**src/design/rfu_pkg.sv**
```systemverilog
`timescale 1ns / 1ps

package rfu_pkg;

  // Operation codes of the op_select register.
  localparam logic [2:0] OP_ABS   = 3'd0;
  localparam logic [2:0] OP_CEIL  = 3'd1;
  localparam logic [2:0] OP_FLOOR = 3'd2;
  localparam logic [2:0] OP_RCP   = 3'd3;
  localparam logic [2:0] OP_NEG   = 3'd4;
  localparam logic [2:0] OP_ROUND = 3'd5;
  localparam logic [2:0] OP_SIGN  = 3'd6;

  // Pipeline shape: one front stage, the divider stages, one pack stage.
  localparam int DIV_STG      = 7;
  localparam int BITS_PER_STG = 4;
  localparam int QW           = DIV_STG * BITS_PER_STG;
  localparam int NUM_STG      = DIV_STG + 2;

  // Single-precision constants.
  localparam logic [31:0] SIGN_BIT  = 32'h8000_0000;
  localparam logic [31:0] QUIET_BIT = 32'h0040_0000;
  localparam logic [31:0] ONE_POS   = 32'h3F80_0000;
  localparam logic [31:0] ONE_NEG   = 32'hBF80_0000;
  localparam logic [31:0] NEAR_HALF = 32'h3EFF_FFFF;

  // State of one channel as it moves down the reciprocal pipeline.
  typedef struct packed {
    logic [23:0]        rem;
    logic [QW-1:0]      quo;
    logic [23:0]        mant;
    logic signed [10:0] ebase;
    logic               sign;
    logic [31:0]        simple;
    logic               use_simple;
  } stage_t;

  function automatic logic is_nan(logic [31:0] u);
    return u[30:0] > 31'h7F80_0000;
  endfunction

  function automatic logic is_neg(logic [31:0] u);
    return u[31] && !is_nan(u) && (u[30:0] != 31'd0);
  endfunction

  // Leading zero count of a 24-bit word.
  function automatic logic [4:0] lzc24(logic [23:0] v);
    logic [4:0] lz;
    lz = 5'd24;
    for (int i = 0; i < 24; i++) begin
      if (v[i]) lz = 5'(23 - i);
    end
    return lz;
  endfunction

  // Ceiling (up set) or floor of a single-precision value.
  function automatic logic [31:0] round_int(logic [31:0] u, logic up);
    logic [7:0]  e;
    logic [22:0] m;
    logic [31:0] mk;
    logic [31:0] r;
    e  = u[30:23];
    m  = 23'h7F_FFFF >> 5'(e - 8'd127);
    mk = {9'd0, m};
    if (e == 8'hFF) begin
      r = is_nan(u) ? (u | QUIET_BIT) : u;
    end else if (e >= 8'd150) begin
      r = u;
    end else if (e < 8'd127) begin
      if (u[30:0] == 31'd0) r = u;
      else if (up) r = u[31] ? SIGN_BIT : ONE_POS;
      else r = u[31] ? ONE_NEG : 32'd0;
    end else if ((u & mk) == 32'd0) begin
      r = u;
    end else begin
      r = (u[31] != up) ? (u + mk) : u;
      r = r & ~mk;
    end
    return r;
  endfunction

  // floor(x + 0.5) with the addition rounded to nearest-even; x is not NaN.
  function automatic logic [31:0] round_half(logic [31:0] u);
    logic [7:0]  e;
    logic [22:0] m;
    logic [31:0] mk;
    logic [31:0] hm;
    logic        h;
    logic        rst;
    logic        inc;
    logic [31:0] r;
    e   = u[30:23];
    m   = 23'h7F_FFFF >> 5'(e - 8'd127);
    mk  = {9'd0, m};
    hm  = mk ^ (mk >> 1);
    h   = |(u & hm);
    rst = |(u & (mk >> 1));
    inc = u[31] ? (h & rst) : h;
    if (e >= 8'd151) begin
      r = u;
    end else if (e == 8'd150) begin
      // The half is a tie at unit spacing: the sum goes to the even integer.
      r = u[31] ? (u & ~32'd1) : (u + {31'd0, u[0]});
    end else if (e >= 8'd127) begin
      r = inc ? (u + mk + 32'd1) : u;
      r = r & ~mk;
    end else if (e == 8'd126) begin
      if (!u[31]) r = ONE_POS;
      else r = (u[22:0] == 23'd0) ? 32'd0 : ONE_NEG;
    end else begin
      // Only the largest value below one half sums up to exactly one.
      r = (u == NEAR_HALF) ? ONE_POS : 32'd0;
    end
    return r;
  endfunction

  // Every operation but the general reciprocal.
  function automatic logic [31:0] simple_op(logic [2:0] op, logic [31:0] u);
    logic [31:0] r;
    unique case (op)
      OP_CEIL:  r = round_int(u, 1'b1);
      OP_FLOOR: r = round_int(u, 1'b0);
      OP_RCP: begin
        // NaN turns quiet, an infinity gives a signed zero, a zero an infinity.
        if (is_nan(u)) r = u | QUIET_BIT;
        else if (u[30:23] == 8'hFF) r = {u[31], 31'd0};
        else r = {u[31], 8'hFF, 23'd0};
      end
      OP_NEG:   r = u ^ SIGN_BIT;
      OP_ROUND: r = is_nan(u) ? (u | QUIET_BIT) : round_half(u);
      OP_SIGN:  r = is_neg(u) ? ONE_NEG : ONE_POS;
      default:  r = is_neg(u) ? {1'b0, u[30:0]} : u;
    endcase
    return r;
  endfunction

endpackage

```
**src/design/rfu_front.sv**
```systemverilog
`timescale 1ns / 1ps

module rfu_front import rfu_pkg::*; (
  input  logic [2:0]  op_i,
  input  logic [31:0] data_i,
  output stage_t      front_o
);

  logic [7:0]  e;
  logic [4:0]  lz;
  logic [23:0] sub_m;

  assign e     = data_i[30:23];
  assign lz    = lzc24({1'b0, data_i[22:0]});
  assign sub_m = {1'b0, data_i[22:0]} << lz;

  // Normalize the divisor and pick the operations that need no division.
  always_comb begin
    front_o.rem    = 24'h40_0000;
    front_o.quo    = '0;
    front_o.sign   = data_i[31];
    front_o.simple = simple_op(op_i, data_i);
    front_o.use_simple = (op_i != OP_RCP) || (e == 8'hFF) || (data_i[30:0] == 31'd0);
    if (e != 8'd0) begin
      front_o.mant  = {1'b1, data_i[22:0]};
      front_o.ebase = 11'sd253 - $signed({3'd0, e});
    end else begin
      front_o.mant  = sub_m;
      front_o.ebase = 11'sd252 + $signed({6'd0, lz});
    end
  end

endmodule

```
**src/design/rfu_div_step.sv**
```systemverilog
`timescale 1ns / 1ps

module rfu_div_step import rfu_pkg::*; (
  input  stage_t st_i,
  output stage_t st_o
);

  // BITS_PER_STG restoring division steps; the remainder stays below the divisor.
  always_comb begin
    logic [23:0]   r;
    logic [QW-1:0] q;
    logic [24:0]   t;
    r = st_i.rem;
    q = st_i.quo;
    for (int k = 0; k < BITS_PER_STG; k++) begin
      t = {r, 1'b0};
      if (t >= {1'b0, st_i.mant}) begin
        r = 24'(t - {1'b0, st_i.mant});
        q = {q[QW-2:0], 1'b1};
      end else begin
        r = t[23:0];
        q = {q[QW-2:0], 1'b0};
      end
    end
    st_o     = st_i;
    st_o.rem = r;
    st_o.quo = q;
  end

endmodule

```
**src/design/rfu_pack.sv**
```systemverilog
`timescale 1ns / 1ps

module rfu_pack import rfu_pkg::*; (
  input  stage_t      st_i,
  output logic [31:0] res_o
);

  // Round the quotient to nearest-even and pack it, gradual underflow included.
  always_comb begin
    logic               big;
    logic [23:0]        sig;
    logic               g;
    logic               st;
    logic               sticky;
    logic signed [10:0] eb;
    logic [22:0]        fld;
    logic               g2;
    logic               st2;
    logic [30:0]        mag;
    sticky = st_i.rem != 24'd0;
    big    = st_i.quo[QW-1];
    sig    = big ? st_i.quo[QW-1:QW-24] : st_i.quo[QW-2:QW-25];
    g      = big ? st_i.quo[QW-25] : st_i.quo[QW-26];
    st     = big ? (|st_i.quo[QW-26:0]) | sticky : (|st_i.quo[QW-27:0]) | sticky;
    eb     = st_i.ebase + $signed({10'd0, big});
    fld    = '0;
    g2     = 1'b0;
    st2    = 1'b0;
    if (eb >= 11'sd255) begin
      mag = {8'hFF, 23'd0};
    end else if (eb >= 11'sd1) begin
      mag = {eb[7:0], sig[22:0]} + {30'd0, g & (st | sig[0])};
    end else begin
      if (eb == 11'sd0) begin
        fld = sig[23:1];
        g2  = sig[0];
        st2 = g | st;
      end else begin
        fld = {1'b0, sig[23:2]};
        g2  = sig[1];
        st2 = sig[0] | g | st;
      end
      mag = {8'd0, fld} + {30'd0, g2 & (st2 | fld[0])};
    end
    res_o = st_i.use_simple ? st_i.simple : {st_i.sign, mag};
  end

endmodule

```
**src/design/rfu_chan.sv**
```systemverilog
`timescale 1ns / 1ps

module rfu_chan import rfu_pkg::*; (
  input  logic               clk_i,
  input  logic [NUM_STG-1:0] en_i,
  input  logic [2:0]         op_i,
  input  logic [31:0]        data_i,
  output logic [31:0]        data_o
);

  stage_t      front;
  stage_t      pipe_q [DIV_STG+1];
  stage_t      pipe_d [DIV_STG+1];
  logic [31:0] res_d;
  logic [31:0] res_q;

  rfu_front u_front (
    .op_i    (op_i),
    .data_i  (data_i),
    .front_o (front)
  );

  assign pipe_d[0] = front;

  // Divider stages, each fed by the register before it.
  for (genvar k = 1; k <= DIV_STG; k++) begin : g_div
    rfu_div_step u_step (
      .st_i (pipe_q[k-1]),
      .st_o (pipe_d[k])
    );
  end

  rfu_pack u_pack (
    .st_i  (pipe_q[DIV_STG]),
    .res_o (res_d)
  );

  // Stage registers move only when their stage advances.
  always_ff @(posedge clk_i) begin
    for (int k = 0; k <= DIV_STG; k++) begin
      if (en_i[k]) pipe_q[k] <= pipe_d[k];
    end
    if (en_i[NUM_STG-1]) res_q <= res_d;
  end

  assign data_o = res_q;

endmodule

```
**config.mk**
```make
export PLATFORM = sky130hd
export DESIGN_NAME = rfu_chan
export DESIGN_NICKNAME = d
export VERILOG_FILES = /design/src/design/rfu_pkg.sv /design/src/design/rfu_front.sv /design/src/design/rfu_div_step.sv /design/src/design/rfu_pack.sv /design/src/design/rfu_chan.sv
export SDC_FILE = /design/constraint.sdc
export NUM_CORES = 2
export LEC_CHECK = 0
export CORE_MARGIN = 2
export CORE_UTILIZATION = 35
export DETAILED_ROUTE_END_ITERATION = 8
export DONT_BUFFER_PORTS = 1
export PLACE_DENSITY = 0.59
export RECOVER_POWER = 50
export REMOVE_ABC_BUFFERS = 1
export SLEW_MARGIN = 20
export SYNTH_ARGS = -nofsm -noshare
export SYNTH_HDL_FRONTEND = slang
export SYNTH_SLANG_ARGS = --single-unit
export TNS_END_PERCENT = 20
```
**constraint.sdc**
```tcl
create_clock -name clk_i -period 16.27 [get_ports clk_i]
set_clock_uncertainty 0.1 [all_clocks]
set_input_delay 3.254 -clock clk_i [delete_from_list [all_inputs] [get_ports clk_i]]
set_output_delay 3.254 -clock clk_i [all_outputs]
set_load 0.02 [all_outputs]
```
==> flow_summary.yaml <==
outcome:
  status: "complete, but fails checks"
  violations: "capacitance limit, slew limit"
global_route:
  grtUsageTotal_pct: 20.69
  grt_max_degree: 117
  grt_pass1_wl_um: 354200
  grt_pass1_vias: 59110
  grt-ovfl-total: 0
  antenna_found_initial: 3
yosys:
  seq_area_frac_synth_pct: 33.85
  syn-mean-instance-area_um2: 9.136
  synth-edff-count: 832
  netlist_area_um2: 73820
  ys_top_cells_by_area: "edfxtp_1, ha_1, xnor2_1, a21oi_1, mux2_2"
  async_flop_share_pct: 0
  synth_top_area_share_pct: 33.85
  ys_ff_latch: 832
  post-synth-top-count-cell: "edfxtp_1"
  yosysWarnings: 0
  synthTopCellsByCount: "edfxtp_1, a21oi_1, nor2_1"
  synth_ff_type: "edfxtp_1"
  yosys.area.top_type: "edfxtp_1"
  yosysUniqueCellTypes: 107
  synthCells: 8080
drt:
  drtAntennaViolNets: 0
  drcViolationCount: 0
  routed_wirelength_um: 232300
  dr.pass1.iters: 6
  wl_per_cell_um: 21.39
  drt_first_iter_violations: 5666
  vias: 62790
  via_per_inst: 5.783
finish:
  final_nets: 8702
  fill_cells: 20930
  drive_gt1_share_pct: 6.570
  syn2layout_area_growth_pct: 8.104
clock_tree:
  cts_buffers: 91
  cts_resized: 0
  holdBufCountCts: 0
  cts.htree.levels: 3
  cts_num_sinks: 832
  tritoncts: "built"
  postCtsSetupBuffers: 0
  clockBufferDepth: 3
  clk_latency_ns: 0.73
  cts.reportedPaths.clkPinSlew_ns: 0.06
  cts_root_buffer: "clkbuf_16"
min_path:
  hold_path.class: "reg -> reg"
worst_setup_path:
  critPathMaxFanout: 29
  critPathKind: "reg -> reg"
  worstPathArrival_ns: 15.61
  start_kind: "register"
  critPathBufInv: 5
  endpoint_kind: "register"
  crit_family: "compound AO/OA/AOI/OAI gates"
  crit_required_ns: 16.64
  slowest_stage: "a2111oi_0"
  critical_path.max_stage_delay_ns: 0.87
  critPathMostFrequentCell: "ha_1"
sta:
  rsz0062_at_grt: "false"
  worst_slew_pin_slew_ns: 2.027
  fmax_mhz: 65.60
  final-max-slew-violation-count: 40
  hold_violations: 0
  setup_viol_count_final: 0
  min_period_ns: 15.24
  slew-limit-headroom_pct: -35.11
  fin_crit_sh_pct: 93.69
  final.setup.tns_ns: 0
placed_design:
  port_buffers: 0
  routabilityCongestion: 0.9730
  dp_hpwl_um: 180200
floorplan:
  start_util_pct: 35.22
  fp.dieArea_um2: 214600
  ioPinCount: 77
  dieWidth_um: 463.2
  die_h_um: 463.2
  core_um2: 209600
  rows: 168
job:
  drv_cap: 1
per-stage QoR:
stage | cell area (um2) | hold WS, ns | setup slack [ns] | util [%] | cells
global placement | 76800 | 0.3005 | 1.470 | 36.65 | 10690
global route | 79800 | 0.3163 | 0.3822 | 38.08 | 10860
floorplan | 72820 | 0.3003 | 3.239 | - | 7828
finish | 79800 | 0.3008 | 1.026 | 38.08 | 10860
detailed placement | 76810 | 0.3045 | 1.441 | 36.65 | 10690
CTS | 79800 | 0.3044 | 1.363 | 38.08 | 10860
layout make-up:
class	count	area [um2]	share of cell area (%)
Clock inverter	60	639.4	0.8012
Antenna cell	1	2.502	0.003136
Timing Repair Buffer	54	397.9	0.4986
Inverter	403	1515	1.899
Tap cell	2805	3510	4.398
Multi-Input combinational cell	6593	46400	58.15
Clock buffer	110	2349	2.943
Sequential cell	832	24980	31.31
flip-flops by register name (all words and copies together) (netlist names):
register / flops
pipe_q: 800
data_o: 32
layout by cell type, fill, tap and decap left out, drive strengths merged, types with 233 or more instances in the layout:
master,synthesis,routed
xor2,233,233
inv,399,406
a21oi,729,729
nor2,679,679
xnor2,427,427
o21ai,494,494
a21o,267,267
nand2,593,593
edfxtp,832,832
ha,675,675
mux2,295,295
kinds of logic after synthesis:
group,after synthesis,share of synthesized area [%]
multiplexers,400,5.929
XOR/XNOR,660,7.841
flip-flops,832,33.85
adder cells (fa/ha/maj),683,11.64
AND/OR/NAND/NOR,2368,15.45
AO/OA/AOI/OAI,2482,21.88
buffers and inverters,655,3.400
path summary, 6_finish.rpt:
path                       startpoint                        to  slack (ns)  cells past startpoint
min          pipe_q[1][254]$_DFFE_PP_  pipe_q[1][375]$_DFFE_PP_        0.30                      0
max reg2reg  pipe_q[0][181]$_DFFE_PP_  pipe_q[0][342]$_DFFE_PP_        1.03                     45
min reg2reg  pipe_q[1][254]$_DFFE_PP_  pipe_q[1][375]$_DFFE_PP_        0.30                      0
max          pipe_q[0][181]$_DFFE_PP_  pipe_q[0][342]$_DFFE_PP_        1.03                     45
layer usage:
layer,track usage [%],vias up,wire length (um)
met5,0,-,0
met4,6.793,0,7587
met3,2.950,384,14840
met2,33.44,2145,104800
met1,28.30,30020,105000
li1,-,30240,-
Power is left out: the tool's default activity adds up to more than one toggle a clock period on the data nets, which glitch-free logic cannot reach.
